--- config.mk ---
export PLATFORM = sky130hd
export DESIGN_NAME = keyword_value_token_scanner_unit
export DESIGN_NICKNAME = d
export VERILOG_FILES = /design/src/hw/rtl/kvts_pkg.sv /design/src/hw/rtl/keyword_value_token_scanner_unit.sv
export SDC_FILE = /design/constraint.sdc
export NUM_CORES = 1
export LEC_CHECK = 0
export ABC_AREA = 0
export BUFFER_PORTS_ARGS = -buffer_cell sky130_fd_sc_hd__buf_2
export CAP_MARGIN = 20
export CORE_MARGIN = 2
export CORE_UTILIZATION = 34
export CTS_BUF_LIST = sky130_fd_sc_hd__clkbuf_2 sky130_fd_sc_hd__clkbuf_4 sky130_fd_sc_hd__clkbuf_8
export CTS_CLUSTER_DIAMETER = 30
export CTS_CLUSTER_SIZE = 24
export DETAILED_ROUTE_END_ITERATION = 8
export SYNTH_ARGS = -nofsm -noshare
export SYNTH_HDL_FRONTEND = slang
export SYNTH_SLANG_ARGS = --single-unit
--- constraint.sdc ---
create_clock -name aclk -period 11.8 [get_ports aclk]
set_input_delay 1.77 -clock aclk [delete_from_list [all_inputs] [get_ports aclk]]
set_output_delay 1.77 -clock aclk [all_outputs]
set_load 0.02 [all_outputs]
--- src/hw/rtl/kvts_pkg.sv ---
// Shared types, constants and character-class helpers for the keyword/value scanner.
// Used by keyword_value_token_scanner_unit and its checker; no dependencies.
`timescale 1ns / 1ps

package kvts_pkg;

    localparam int unsigned ByteW     = 8;
    localparam int unsigned AddrW     = 48;
    localparam int unsigned CntW      = 16;   // gap/value counter width, saturating
    localparam int unsigned ProgW     = 3;
    localparam int unsigned KwLen     = 4;
    localparam int unsigned NumKw     = 2;
    localparam int unsigned OutDataW  = AddrW + 2 * CntW;
    localparam int unsigned CfgDataW  = 64;
    localparam int unsigned CfgAddrW  = 4;

    // Register index, taken from paddr[3] (registers sit 8 bytes apart)
    localparam logic RegMinLen = 1'b0;
    localparam logic RegBase   = 1'b1;

    localparam logic [ByteW-1:0] ChNul   = 8'h00;
    localparam logic [ByteW-1:0] ChTab   = 8'h09;
    localparam logic [ByteW-1:0] ChLf    = 8'h0A;
    localparam logic [ByteW-1:0] ChCr    = 8'h0D;
    localparam logic [ByteW-1:0] ChSpace = 8'h20;
    localparam logic [ByteW-1:0] ChUnder = 8'h5F;
    localparam logic [ProgW-1:0] ProgDone = ProgW'(KwLen);

    typedef enum logic [1:0] {
        PH_IDLE,
        PH_GAP,
        PH_VALUE
    } phase_t;

    function automatic logic is_blank(input logic [ByteW-1:0] c);
        return (c == ChSpace) || (c == ChTab);
    endfunction

    function automatic logic is_graph(input logic [ByteW-1:0] c);
        return (c >= 8'h21) && (c <= 8'h7E);
    endfunction

    function automatic logic is_word(input logic [ByteW-1:0] c);
        return ((c >= "0") && (c <= "9")) || ((c >= "a") && (c <= "z")) ||
               ((c >= "A") && (c <= "Z")) || (c == ChUnder);
    endfunction

    function automatic logic is_end(input logic [ByteW-1:0] c);
        return is_blank(c) || (c == ChCr) || (c == ChLf) || (c == ChNul);
    endfunction

    function automatic logic [ByteW-1:0] to_lower(input logic [ByteW-1:0] c);
        return ((c >= "A") && (c <= "Z")) ? c + 8'd32 : c;
    endfunction

    function automatic logic [CntW-1:0] sat_inc(input logic [CntW-1:0] v);
        return (v == {CntW{1'b1}}) ? v : v + 1'b1;
    endfunction

    // Keyword 0 is "user", keyword 1 is "pass"
    function automatic logic [ByteW-1:0] kw_char(input logic kw, input logic [1:0] idx);
        logic [ByteW-1:0] ch;
        case ({kw, idx})
            3'b000:  ch = "u";
            3'b001:  ch = "s";
            3'b010:  ch = "e";
            3'b011:  ch = "r";
            3'b100:  ch = "p";
            3'b101:  ch = "a";
            3'b110:  ch = "s";
            default: ch = "s";
        endcase
        return ch;
    endfunction

endpackage

--- src/hw/rtl/keyword_value_token_scanner_unit.sv ---
// Top level of the keyword/value scanner: input byte register logic, per-keyword
// trackers, result register and APB register file. Depends on kvts_pkg.
`timescale 1ns / 1ps

// Scans one byte per clock cycle for the keywords "user" and "pass" (any case),
// each tracked on its own, and reports a match when the value after the keyword's
// blank gap is terminated, or at the byte marked tlast. A byte is taken in every
// cycle while the single result register is empty or being drained this cycle;
// the result of a byte is shown in the cycle after that byte's transaction. The
// rate is set by the result register: a stalled m_tready holds s_tready low
// only while a result is waiting. m_tdata carries the match address (offset of
// the keyword's first byte plus base_address), gap and value lengths; m_tuser
// carries the keyword id. Registers: min_value_length at 0x0, base_address at 0x8.
module keyword_value_token_scanner_unit (
    input  logic                             aclk,
    input  logic                             aresetn,
    // slave stream
    input  logic                             s_tvalid,
    output logic                             s_tready,
    input  logic [kvts_pkg::ByteW-1:0]       s_tdata,   // [7:0] data_byte
    input  logic                             s_tlast,
    // master stream
    output logic                             m_tvalid,
    input  logic                             m_tready,
    output logic [kvts_pkg::OutDataW-1:0]    m_tdata,   // [47:0] match_address,
                                                        // [63:48] gap_length,
                                                        // [79:64] value_length
    output logic [0:0]                       m_tuser,   // [0] keyword_id
    // configuration
    input  logic                             psel,
    input  logic                             penable,
    input  logic                             pwrite,
    input  logic [kvts_pkg::CfgAddrW-1:0]    paddr,
    input  logic [kvts_pkg::CfgDataW-1:0]    pwdata,
    output logic [kvts_pkg::CfgDataW-1:0]    prdata,
    output logic                             pready
);
    import kvts_pkg::*;

    logic [ByteW-1:0] min_len_reg;
    logic [AddrW-1:0] base_reg;
    logic [AddrW-1:0] offset_reg,  offset_next;
    logic [ByteW-1:0] prev_reg,    prev_next;
    logic [ProgW-1:0] prog_reg     [NumKw];
    logic [ProgW-1:0] prog_next    [NumKw];
    logic [ProgW-1:0] prog_mid     [NumKw];
    phase_t           phase_reg    [NumKw];
    phase_t           phase_next   [NumKw];
    logic [AddrW-1:0] start_reg    [NumKw];
    logic [AddrW-1:0] start_next   [NumKw];
    logic [CntW-1:0]  gap_reg      [NumKw];
    logic [CntW-1:0]  gap_next     [NumKw];
    logic [CntW-1:0]  val_reg      [NumKw];
    logic [CntW-1:0]  val_next     [NumKw];
    logic [NumKw-1:0] emit_main;
    logic [NumKw-1:0] emit_last;

    logic             out_valid_reg, out_valid_next;
    logic             out_id_reg;
    logic [AddrW-1:0] out_addr_reg;
    logic [CntW-1:0]  out_gap_reg;
    logic [CntW-1:0]  out_val_reg;

    logic             accept;
    logic             cfg_we;
    logic [ByteW-1:0] lc;
    logic [CntW-1:0]  min_ext;
    logic             any_emit;
    logic             sel;

    assign accept  = s_tvalid && s_tready;
    assign s_tready = !out_valid_reg || m_tready;
    assign cfg_we  = psel && penable && pwrite && pready;
    assign pready  = 1'b1;
    assign prdata  = (paddr[3] == RegBase) ? CfgDataW'(base_reg) : CfgDataW'(min_len_reg);
    assign lc      = to_lower(s_tdata);
    assign min_ext = CntW'(min_len_reg);

    always_comb begin
        for (int k = 0; k < NumKw; k++) begin
            phase_next[k] = phase_reg[k];
            gap_next[k]   = gap_reg[k];
            val_next[k]   = val_reg[k];
            start_next[k] = start_reg[k];
            emit_main[k]  = 1'b0;

            // advance the gap/value candidate
            unique case (phase_reg[k])
                PH_GAP: begin
                    if (is_blank(s_tdata)) begin
                        gap_next[k] = sat_inc(gap_reg[k]);
                    end else if (is_graph(s_tdata)) begin
                        phase_next[k] = PH_VALUE;
                        val_next[k]   = CntW'(1);
                    end else begin
                        phase_next[k] = PH_IDLE;
                    end
                end
                PH_VALUE: begin
                    if (is_graph(s_tdata)) begin
                        val_next[k] = sat_inc(val_reg[k]);
                    end else begin
                        phase_next[k] = PH_IDLE;
                        emit_main[k]  = is_end(s_tdata) && (val_reg[k] > min_ext);
                    end
                end
                default: phase_next[k] = PH_IDLE;
            endcase

            // a completed keyword opens a gap on a blank
            prog_mid[k] = prog_reg[k];
            if (prog_reg[k] == ProgDone) begin
                if (is_blank(s_tdata) && phase_next[k] == PH_IDLE) begin
                    phase_next[k] = PH_GAP;
                    gap_next[k]   = CntW'(1);
                    val_next[k]   = '0;
                    start_next[k] = offset_reg - AddrW'(KwLen);
                end
                prog_mid[k] = '0;
            end

            if (prog_mid[k] != '0 && lc == kw_char(k[0], prog_mid[k][1:0])) begin
                prog_next[k] = prog_mid[k] + 1'b1;
            end else if (lc == kw_char(k[0], 2'd0) && !is_word(prev_reg)) begin
                prog_next[k] = ProgDone - ProgW'(KwLen - 1);
            end else begin
                prog_next[k] = '0;
            end

            // end of region acts as a NUL terminator
            emit_last[k] = s_tlast && (phase_next[k] == PH_VALUE) && (val_next[k] > min_ext);
        end

        offset_next = offset_reg + 1'b1;
        prev_next   = s_tdata;

        // user keyword wins a tie
        any_emit = |emit_main || |emit_last;
        if (emit_main[0]) begin
            sel = 1'b0;
        end else if (emit_main[1]) begin
            sel = 1'b1;
        end else begin
            sel = !emit_last[0];
        end

        out_valid_next = out_valid_reg && !m_tready;
        if (accept && any_emit) begin
            out_valid_next = 1'b1;
        end
    end

    always_ff @(posedge aclk) begin
        if (!aresetn) begin
            min_len_reg   <= 8'd4;
            base_reg      <= '0;
            offset_reg    <= '0;
            prev_reg      <= ChNul;
            out_valid_reg <= 1'b0;
            for (int k = 0; k < NumKw; k++) begin
                prog_reg[k]  <= '0;
                phase_reg[k] <= PH_IDLE;
                start_reg[k] <= '0;
                gap_reg[k]   <= '0;
                val_reg[k]   <= '0;
            end
        end else begin
            out_valid_reg <= out_valid_next;
            if (cfg_we) begin
                if (paddr[3] == RegBase) begin
                    base_reg <= pwdata[AddrW-1:0];
                end else begin
                    min_len_reg <= pwdata[ByteW-1:0];
                end
            end
            if (accept) begin
                if (s_tlast) begin
                    // start a fresh region
                    offset_reg <= '0;
                    prev_reg   <= ChNul;
                    for (int k = 0; k < NumKw; k++) begin
                        prog_reg[k]  <= '0;
                        phase_reg[k] <= PH_IDLE;
                        start_reg[k] <= '0;
                        gap_reg[k]   <= '0;
                        val_reg[k]   <= '0;
                    end
                end else begin
                    offset_reg <= offset_next;
                    prev_reg   <= prev_next;
                    for (int k = 0; k < NumKw; k++) begin
                        prog_reg[k]  <= prog_next[k];
                        phase_reg[k] <= phase_next[k];
                        start_reg[k] <= start_next[k];
                        gap_reg[k]   <= gap_next[k];
                        val_reg[k]   <= val_next[k];
                    end
                end
            end
        end
        if (accept && any_emit) begin
            out_id_reg   <= sel;
            out_addr_reg <= base_reg + start_reg[sel];
            // a terminated value keeps its counts even if a new gap opens on this byte
            out_gap_reg  <= (|emit_main) ? gap_reg[sel] : gap_next[sel];
            out_val_reg  <= (|emit_main) ? val_reg[sel] : val_next[sel];
        end
    end

    assign m_tvalid = out_valid_reg;
    assign m_tdata  = {out_val_reg, out_gap_reg, out_addr_reg};
    assign m_tuser  = out_id_reg;

endmodule

Word level (Yosys, flattened, before mapping)
Memory sizes are Yosys's and may differ from the RTL's.
Index checks and enable logic that the tools add are counted.
Widths: inputs -> output; s select.
{"block": "op_classes", "n_reduce_logical": 48, "magnitude_cmp": 15, "addsub": 10, "eq_ne": 29, "n_mux": 97, "n_bitwise": 22}
{"operator": "$mux 16", "n": 38}
{"operator": "$mux 48", "n": 10}
{"operator": "$add 16x1->16 const B", "n": 4}
{"operator": "$eq 16x16->1 const B", "n": 4}
{"operator": "$gt 16x8->1", "n": 4}
{"operator": "$pmux 16 s2", "n": 2}
{"operator": "$add 48x1->48 const B", "n": 1}
{"operator": "$add 48x48->48", "n": 1}
{"operator": "$sub 48x3->48 const B", "n": 1}
{"operator": "$eq 8x8->1", "n": 4}
{"operator": "$le 8x7->1 const B", "n": 4}
{"operator": "$mux 8", "n": 4}
{"operator": "$pmux 8 s4", "n": 1}
{"operator": "$mux 2", "n": 13}
{"operator": "$eq 8x4->1 const B", "n": 3}
{"operator": "$ge 8x7->1 const B", "n": 3}
{"operator": "$mux 3", "n": 8}
{"operator": "$logic_and 1x1->1", "n": 22}
{"operator": "$or 1x1->1", "n": 20}
{"operator": "$mux 1", "n": 18}
{"operator": "$ge 8x6->1 const B", "n": 2}
{"operator": "$eq 2x2->1 const B", "n": 6}
{"operator": "$pmux 5 s2", "n": 1}
{"operator": "$logic_or 1x1->1", "n": 9}
{"operator": "other kinds (20)", "n": 38}
{"block": "totals", "mem_bits_rw": 170, "regBits": 194, "memories": 5, "output_inout_bits": 148, "inputBits": 84, "word_cells": 235}
{"memory": "start_reg", "words": 2, "word_bits": 48, "rd": 1, "rd_clocked_by_memory_dff": 0, "write_ports": 2, "line_no": "keyword_value_token_scanner_unit.sv:49", "rtl": "logic [AddrW-1:0] start_reg [NumKw];"}
{"memory": "gap_reg", "words": 2, "word_bits": 16, "rd": 3, "rd_clocked_by_memory_dff": 0, "write_ports": 2, "line_no": "keyword_value_token_scanner_unit.sv:51", "rtl": "logic [CntW-1:0] gap_reg [NumKw];"}
{"memory": "val_reg", "words": 2, "word_bits": 16, "rd": 3, "rd_clocked_by_memory_dff": 0, "write_ports": 2, "line_no": "keyword_value_token_scanner_unit.sv:53", "rtl": "logic [CntW-1:0] val_reg [NumKw];"}
{"memory": "prog_reg", "words": 2, "word_bits": 3, "rd": 2, "rd_clocked_by_memory_dff": 0, "write_ports": 2, "line_no": "keyword_value_token_scanner_unit.sv:44", "rtl": "logic [ProgW-1:0] prog_reg [NumKw];"}
{"memory": "phase_reg", "words": 2, "word_bits": 2, "rd": 2, "rd_clocked_by_memory_dff": 0, "write_ports": 2, "line_no": "keyword_value_token_scanner_unit.sv:47", "rtl": "phase_t phase_reg [NumKw];"}

Depth between registers and ports, before layout
Gate-level depths: netlist of run 1.
{"block": "logic_depth", "word_depth": 20, "mapped_depth": 37, "mapped_depth_nobuf": 35}

Least setup slack after synthesis of run 1
No wires, ideal clock.
{"block": "synth_timing", "path_type": "input to register", "from": "input port s_tdata[0] in the netlist's numbering", "to": "register out_id_reg (netlist: m_tuser), enable pin", "setup_slack_ns": 1.830, "n_path_buf": 4, "cell_stages": 20, "setup_ns": 0.547, "arrival_time_ns": 9.423, "required_ns": 11.253, "cell_sequence": "buf_6 or4_4 o31a_4 nand3_1 a21oi_1 a211oi_2 clkbuf_1 nor2_1 ha_1 nor2b_1 o21a_1 o21ai_0 a211o_1 a21oi_1 nor4bb_1 a31oi_1 buf_2 nor2_4 buf_4 a21oi_1"}
{"element": "start: declaration", "line_no": "keyword_value_token_scanner_unit.sv:20", "rtl": "input logic [kvts_pkg::ByteW-1:0] s_tdata,"}
{"element": "end signal: assignment", "line_no": "keyword_value_token_scanner_unit.sv:202", "rtl": "out_id_reg <= sel;"}
{"element": "end: declaration", "line_no": "keyword_value_token_scanner_unit.sv:59", "rtl": "logic out_id_reg;"}

==> results.toml, run 1 <==
[timing]
post-route-period-util_pct = 83.0
slew_viol_final = 0
worst_pin_slew_ns = 0.987
period_minus_slack_ns = 9.79
rsz0062_at_grt = "no"
setup_violations = 0
tns_ns = 0
fmax_mhz = 102
timing.final.hold_violations = 0
clock_skew_ns = 0.0311
slew_headroom_pct = 34.2

[floorplan]
die-area_um2 = 65500
core-area_um2 = 62900
num_rows = 92
fp.dieH_um = 256
fp.dieW_um = 256
initial_core_util_pct = 34.3
io_pins = 232

[pwr]
p_comb_share_pct = 7.7
ir_drop_mv = 0.0885
p_switching_mw = 0.833
switching_share_pct = 25.0
p_leak_nw = 10.2
p_seq_share_pct = 43.2
p_int_mw = 2.49
power_density_nw_per_um2 = 132
clkPwrFrac_pct = 49.2

[synthesis]
ys_ff_latch = 364
synth_top_area_share_pct = 34.9
seq_area_frac_synth_pct = 45.4
synth.area.top_cells = "edfxtp_1, dfxtp_1, nand2_1, ha_1, nor2_1"
ys_async_sr_fraction_pct = 0
netlist_area_um2 = 21600
yosysWarnings = 0
syn_inst = 2387
synth_cell_type_count = 89
synth_top_area_cell = "edfxtp_1"
syn_area_per_cell_um2 = 9.04
synth_edf_count = 251
ys_dominant_reg_cell = "edfxtp_1"

[placed_design]
gp_congestion = 0.888
io_buffers = 195
hpwlAfterDp_um = 44200
postPlaceCellArea_um2 = 23300

[critical_path]
r2r_slack_ns = 2.65
start_kind = "primary input"
arrival_ns = 10.20
critical-path-slowest-cell = "o21ai_0"
worst-setup-path-type = "primary input to register"
cp_max_fo = 19
crit_required_ns = 12.21
crit_path_end_kind = "register"
slowest_delay_ns = 0.54

[layout]
largest_register_ffs = 96
seq_area_um2 = 9800
multi_input_area_um2 = 11000
area_growth_pct = 16.9
fillers = 6233
fin_area_um2 = 25200
drive_above_1_share_pct = 15.5
final_nets = 2747

[drt]
routed_wl_um = 61100
vias = 18300
drtIter0Drc = 1569
drc_errors = 0
routed_via_density = 5.26
ant_nets = 0
wl_per_cell_um = 17.6
drtPass1Iterations = 6

[global_routing]
grt_pass1_wl_um = 96900
grtUsageTotal_pct = 18.3
antenna_found_initial = 1
grt-ovfl-total = 0
grt_max_degree = 70
grt_pass1_vias = 17600

[clock_network]
cts_max_level = 3
cts_buffers = 79
cts-root-buf = "clkbuf_8"
cts_resized = 0
clock_path_buffers = 3
tritoncts = "built"
cts_hold_buffers = 0
worstSkewPairLatency_ns = 0.67
path_clk_slew_ns = 0.07
clock_sinks = 364
post_cts_buffers = 0

[min_path]
hold_class = "register to register"

[job]
maxCapViolations = 0

[run_status]
status = "complete, no violations"
through the flow:
| stage | hold slack [ns] | power [mW] | util (%) | cells | setup WS (ns) |
|---|---|---|---|---|---|
| after global placement | 0.457 | 1.71 | 37.1 | 3326 | 1.60 |
| after floorplan | 0.443 | 1.63 | - | 2402 | 1.83 |
| after global routing | 0.509 | 3.45 | 40.1 | 3477 | 1.52 |
| after detailed placement | 0.460 | 1.72 | 37.1 | 3327 | 1.45 |
| final | 0.469 | 3.33 | 40.1 | 3477 | 2.01 |
| after CTS | 0.470 | 3.36 | 40.1 | 3475 | 2.15 |
layer usage:
layer  vias up  wire, µm  GRT usage, %
met3       101      3450          3.33
met1      8768     27500          24.4
met4         0      1230          5.75
met2       554     28900          30.0
met5         -         0             0
li1       8880         -             -
layout by cell type, fill, tap and decap left out, types with 11 or more instances in the layout:
cell type,n
a21boi_0,58
a21o_1,36
a21oi_1,138
a31oi_1,32
and2_1,61
and3_1,27
buf_2,195
buf_4,26
bufinv_16,12
clkbuf_4,11
clkbuf_8,87
conb_1,17
dfxtp_1,113
edfxtp_1,251
ha_1,99
inv_1,54
nand2_1,419
nand2b_1,19
nand3_1,62
nand4_1,29
nor2_1,240
nor2b_1,20
nor3_1,67
nor4_1,23
o21a_1,21
o21ai_0,103
or3_1,26
xnor2_1,84
xor2_1,63
cell usage after synthesis (all sizes together), types with 39 or more instances:
cell    count
nand2     421
xnor2      84
edfxtp    251
inv        56
xor2       63
nor3       68
nor2      242
a21oi     139
dfxtp     113
and2       61
a21boi     58
a21o       39
o21ai     109
nand3      62
ha         99
clkbuf    108
final cells by class:
cell class                 count  share of cell area, %
timing repair buffer         223                   4.80
sequential                   364                   38.8
inverter                      56                  0.833
antenna                        1                0.00992
clock buffer                  98                   5.07
multi-input combinational   1839                   43.7
tap                          846                   4.20
clock inverter                50                   2.51
worst paths after layout:
kind,endpoint,startpoint,depth (start not counted)
worst max register to register,out_addr_reg[46],phase_reg[0][0],34
worst max-delay path,out_addr_reg[46],s_tdata[0],34
worst min register to register,min_len_reg[3],min_len_reg[3],2
worst min-delay path,min_len_reg[3],min_len_reg[3],2
critical path: cells and delay by family:
| kind | cells | cell delay [ns] |
|---|---|---|
| compound gates | 19 | 4.98 |
| simple gates | 6 | 1.37 |
| buf+inv | 5 | 1.02 |
| fa+ha+maj | 3 | 0.96 |
| xor+xnor | 1 | 0.09 |
cell families after synthesis:
logic type,count (synthesis),share of synthesized area [%]
xor+xnor,147,5.97
flops,364,45.4
buf+inv,199,3.91
other cells,2,0.0348
mux,11,0.522
fa+ha+maj,100,5.83
compound gates,516,15.8
simple gates,1048,22.5
power groups by stage:
| stage | Clock [mW] | Sequential (mW) | Combinational [mW] |
|---|---|---|---|
| 2_1_floorplan | 0 | 1.45 | 0.177 |
| 3_3_place_gp | 0 | 1.46 | 0.247 |
| 3_5_place_dp | 0 | 1.46 | 0.253 |
| 4_1_cts | 1.67 | 1.44 | 0.254 |
| 5_1_grt | 1.73 | 1.44 | 0.281 |
| 6_report | 1.64 | 1.44 | 0.255 |
Note: power is estimated with default switching activity, not from simulation.
==> run 2, diff against run 1 <==
==> constraint.sdc (replaced) <==
create_clock -name aclk -period 8 [get_ports aclk]
set_input_delay 1.2 -clock aclk [delete_from_list [all_inputs] [get_ports aclk]]
set_output_delay 1.2 -clock aclk [all_outputs]
set_load 0.02 [all_outputs]
==> results.toml, run 2 (same netlist as run 1, synthesis figures left out) <==
[layout]
layout_commonest_cell = "nand2_1"
largest_register_ffs = 96
final_nets = 2918
drive_above_1_share_pct = 21.3
layout_common_cells = "nand2_1, edfxtp_1, nor2_1"
utilization_pct = 42.2
area_growth_pct = 22.8
fillers = 6180
instances_no_fill = 3647

[critical_path]
crit_required_ns = 8.37
critical-path-slowest-cell = "or4_4"
slowest_delay_ns = 0.57
cp_max_fo = 13
arrival_ns = 7.99
start_kind = "primary input"
worst-setup-path-type = "primary input to register"
crit_path_end_kind = "register"

[global_routing]
grt_pass1_vias = 18600
grtUsageTotal_pct = 18.9
grt_pass1_wl_um = 100000
grt-ovfl-total = 0
antenna_found_initial = 2
grt_max_degree = 70

[clock_network]
clock_sinks = 364
clock_path_buffers = 3
tritoncts = "built"
cts_max_level = 3
cts-root-buf = "clkbuf_8"
worstSkewPairLatency_ns = 0.66
post_cts_buffers = 0
path_clk_slew_ns = 0.07
cts_hold_buffers = 0
cts_buffers = 79

[min_path]
hold_class = "register to register"

[floorplan]
num_rows = 92
io_pins = 232
fp.dieW_um = 256
core-area_um2 = 62900
fp.dieH_um = 256
die-area_um2 = 65500
initial_core_util_pct = 34.3

[drt]
ant_nets = 0
routed_wl_um = 63700
vias = 18900
drtPass1Iterations = 8
drc_errors = 0
drtIter0Drc = 1564
wl_per_cell_um = 17.5
routed_via_density = 5.18

[pwr]
ir_drop_mv = 0.107
power_density_nw_per_um2 = 180
p_leak_nw = 11.0

[timing]
worst_pin_slew_ns = 1.09
fmax_mhz = 131
timing.final.hold_violations = 0
post-route-period-util_pct = 95.2
period_minus_slack_ns = 7.62
slew_headroom_pct = 27.0
clock_skew_ns = 0.0517
tns_ns = 0
setup_violations = 0
slew_viol_final = 0

[placed_design]
hpwlAfterDp_um = 46600
io_buffers = 195
gp_congestion = 0.912
dp_cells = 3498

[job]
maxCapViolations = 0

[run_status]
status = "complete, no violations"
-- run 2: cell count changes in the layout (fill, tap and decap cells not counted), moves of 4 or more --
cell | before | now
o21ai_0 | 103 | 97
buf_4 | 26 | 197
bufinv_16 | 12 | 6
inv_4 | 0 | 4
-- run 2: metal layers --
layer  vias up  part of all wire (%)  GRT usage (%)
li1       9199                     -              -
met1      9004                    46           25.6
met2       595                    46           30.7
met3        94                   5.4           2.87
met4         0                   2.2           6.73
met5         -                     0              0
-- run 2: critical path: cells and delay by family --
family,cells,cell delay [ns]
XOR/XNOR,1,0.12
AO/OA/AOI/OAI,18,4.19
adder cells (fa/ha/maj),2,0.59
AND/OR/NAND/NOR,7,1.09
buffers and inverters,4,0.77
-- run 2: cell type report --
type,count,area [µm²],share of cell area [%]
multi-input cells,1839,11100,42.1
diodes,1,2.50,0.00945
clock inverters,51,515,1.95
clock buffers,96,1260,4.77
repair buffers,394,2490,9.42
well taps,846,1060,4.00
flip-flops and latches,364,9800,37.0
inverters,56,213,0.803
-- run 2: stage by stage --
stage	cell area (µm²)	hold WS [ns]	worst slack (ns)	total power [mW]
2_1_floorplan	21700	0.443	0.00214	2.41
3_3_place_gp	24600	0.453	-0.558	2.56
3_5_place_dp	24600	0.462	-0.725	2.58
4_1_cts	26400	0.471	0.00761	4.83
5_1_grt	26500	0.500	-0.0367	4.97
6_report	26500	0.469	0.381	4.77
-- run 2: power by group --
| part | internal (mW) | switching, mW | leakage [nW] |
|---|---|---|---|
| Combinational | 0.166 | 0.259 | 6.64 |
| Sequential | 2.07 | 0.0457 | 3.50 |
| Clock | 1.28 | 0.948 | 0.888 |
| Total | 3.52 | 1.25 | 11.0 |
-- run 2: path summary, 6_finish.rpt --
check | startpoint | end | slack [ns] | cells after the start
max | s_tdata[0] | out_addr_reg[33] | 0.38 | 32
min | min_len_reg[4] | min_len_reg[4] | 0.47 | 2
max reg2reg | val_reg[0][0] | out_addr_reg[33] | 0.65 | 32
min reg2reg | min_len_reg[4] | min_len_reg[4] | 0.47 | 2
-- run 2: what timing repair did --
item	CTS	global route
cloned	0	0
endpoints found under the hold margin	0	0
endpoints found under the setup margin	1	17
pin swaps	0	6
resized for setup	1	26
==> run 3, diff against run 2 <==
--- a/config.mk
+++ b/config.mk
@@ -14,6 +14,8 @@
 export CTS_CLUSTER_DIAMETER = 30
 export CTS_CLUSTER_SIZE = 24
 export DETAILED_ROUTE_END_ITERATION = 8
+export PLACE_DENSITY = 0.55
+export SLEW_MARGIN = 20
 export SYNTH_ARGS = -nofsm -noshare
 export SYNTH_HDL_FRONTEND = slang
 export SYNTH_SLANG_ARGS = --single-unit
==> results.toml, run 3 (same netlist as run 1, synthesis figures left out) <==
[global_routing]
grt_pass1_vias = 18400
grt-ovfl-total = 0
grt_max_degree = 76
grtUsageTotal_pct = 18.8
antenna_found_initial = 2
grt_pass1_wl_um = 99100

[drt]
drtIter0Drc = 1373
routed_via_density = 5.13
drc_errors = 0
wl_per_cell_um = 17.1
vias = 18900
routed_wl_um = 63000
drtPass1Iterations = 5
ant_nets = 0

[critical_path]
crit_required_ns = 8.39
worstSetupPathDepth = 38
crit_path_end_kind = "register"
cp_top_family = "compound AO/OA/AOI/OAI gates"
critical-path-slowest-cell = "or4_4"
worstSetupStartpoint = "s_tdata[0]"
cpMostUsedCell = "buf_4"
timing.rr.end = "out_addr_reg[47]"
r2r_slack_ns = 0.56
start_kind = "primary input"
r2r_start = "val_reg[0][6]"
worst-setup-path-type = "primary input to register"
cp_max_fo = 15
reg2reg_depth = 36
critPathBufInv = 10
arrival_ns = 8.00
slowest_delay_ns = 0.54

[timing]
slew_viol_final = 0
clock_skew_ns = 0.0447
timing.final.hold_violations = 0
worst_pin_slew_ns = 1.10
layout_setup_ws_ns = 0.396
post-route-period-util_pct = 95.1
tns_ns = 0
slew_headroom_pct = 26.5
setup_violations = 0
period_minus_slack_ns = 7.60
fmax_mhz = 132

[run_status]
status = "complete, no violations"

[clock_network]
tritoncts = "built"
cts_resized = 0
cts_hold_buffers = 0
clock_path_buffers = 3
clock_sinks = 364
post_cts_buffers = 0
cts_max_level = 3
path_clk_slew_ns = 0.06
cts_buffers = 89
worstSkewPairLatency_ns = 0.69
cts-root-buf = "clkbuf_8"

[floorplan]
fp.dieW_um = 256
io_pins = 232
num_rows = 92
core-area_um2 = 62900
fp.dieH_um = 256
initial_core_util_pct = 34.3
die-area_um2 = 65500

[layout]
seq_area_um2 = 9800
drive_above_1_share_pct = 21.8
final_nets = 2944
multi_input_area_um2 = 11100
area_growth_pct = 25.0
fin_area_um2 = 27000
layout_common_cells = "nand2_1, edfxtp_1, nor2_1"
largest_register_ffs = 96
fillers = 6083
layout_commonest_cell = "nand2_1"

[min_path]
min_path_cells = 2
hold_class = "register to register"
hold_end = "min_len_reg[4]"
min-delay-start = "min_len_reg[4]"

[placed_design]
preCtsSetupSlack_ns = -0.538
io_buffers = 195
postPlaceCellArea_um2 = 24700
gp_congestion = 0.874
hpwlAfterDp_um = 46000

[pwr]
power_density_nw_per_um2 = 194
p_leak_nw = 11.3
ir_drop_mv = 0.0915

[job]
maxCapViolations = 0
==> run 3: changes by cell type in the layout (fill, tap and decap cells not counted), moves of 4 or more <==
cell and change:
bufinv_16 +11, clkinv_2 +11, clkbuf_8 +6, buf_4 +14, inv_8 -4
==> run 3: final cells by class <==
cell class	instances	area share, %
multi-input cells	1839	41.1
clock inverters	67	3.11
diodes	1	0.00928
clock buffers	101	4.97
repair buffers	410	9.75
inverters	56	0.789
flip-flops and latches	364	36.3
well taps	846	3.92
==> run 3: worst max path at each step <==
| stage | to | slack [ns] |
|---|---|---|
| floorplan | out_addr_reg[33] | 0.002 |
| global placement | out_addr_reg[47] | -0.52 |
| detailed placement | out_addr_reg[47] | -0.54 |
| CTS | out_addr_reg[47] | 0.16 |
| global route | out_addr_reg[40] | -0.007 |
| finish | out_addr_reg[47] | 0.40 |
==> run 3: stage by stage <==
step / hold slack (ns) / cells / utilization, % / power (mW)
after floorplan: 0.443 / 2402 / - / 2.41
after CTS: 0.466 / 3683 / 42.8 / 5.30
after global placement: 0.453 / 3514 / 39.3 / 2.57
final: 0.463 / 3684 / 42.9 / 5.24
after detailed placement: 0.459 / 3515 / 39.4 / 2.58
after global routing: 0.489 / 3684 / 42.9 / 5.45
==> run 3: layer usage <==
layer / part of all wire (%) / track usage [%]
met2: 45 / 29.7
met4: 2.2 / 6.21
met3: 6.4 / 3.63
met5: 0.014 / 0
met1: 47 / 25.8
==> run 3: worst register-to-register path: cells and delay by family (launching register included) <==
family / cells / cell delay (ns)
AO/OA/AOI/OAI: 12 / 2.80
XOR/XNOR: 1 / 0.12
flip-flops: 1 / 0.48
buffers and inverters: 7 / 1.04
adder cells (fa/ha/maj): 2 / 0.48
AND/OR/NAND/NOR: 14 / 2.26
==> run 3: report_power, final <==
group	switching (mW)	total (mW)	leakage, nW	internal [mW]
registers	0.0444	2.12	3.50	2.07
clock network	0.991	2.69	1.10	1.70
logic	0.258	0.428	6.69	0.170
total	1.29	5.24	11.3	3.94
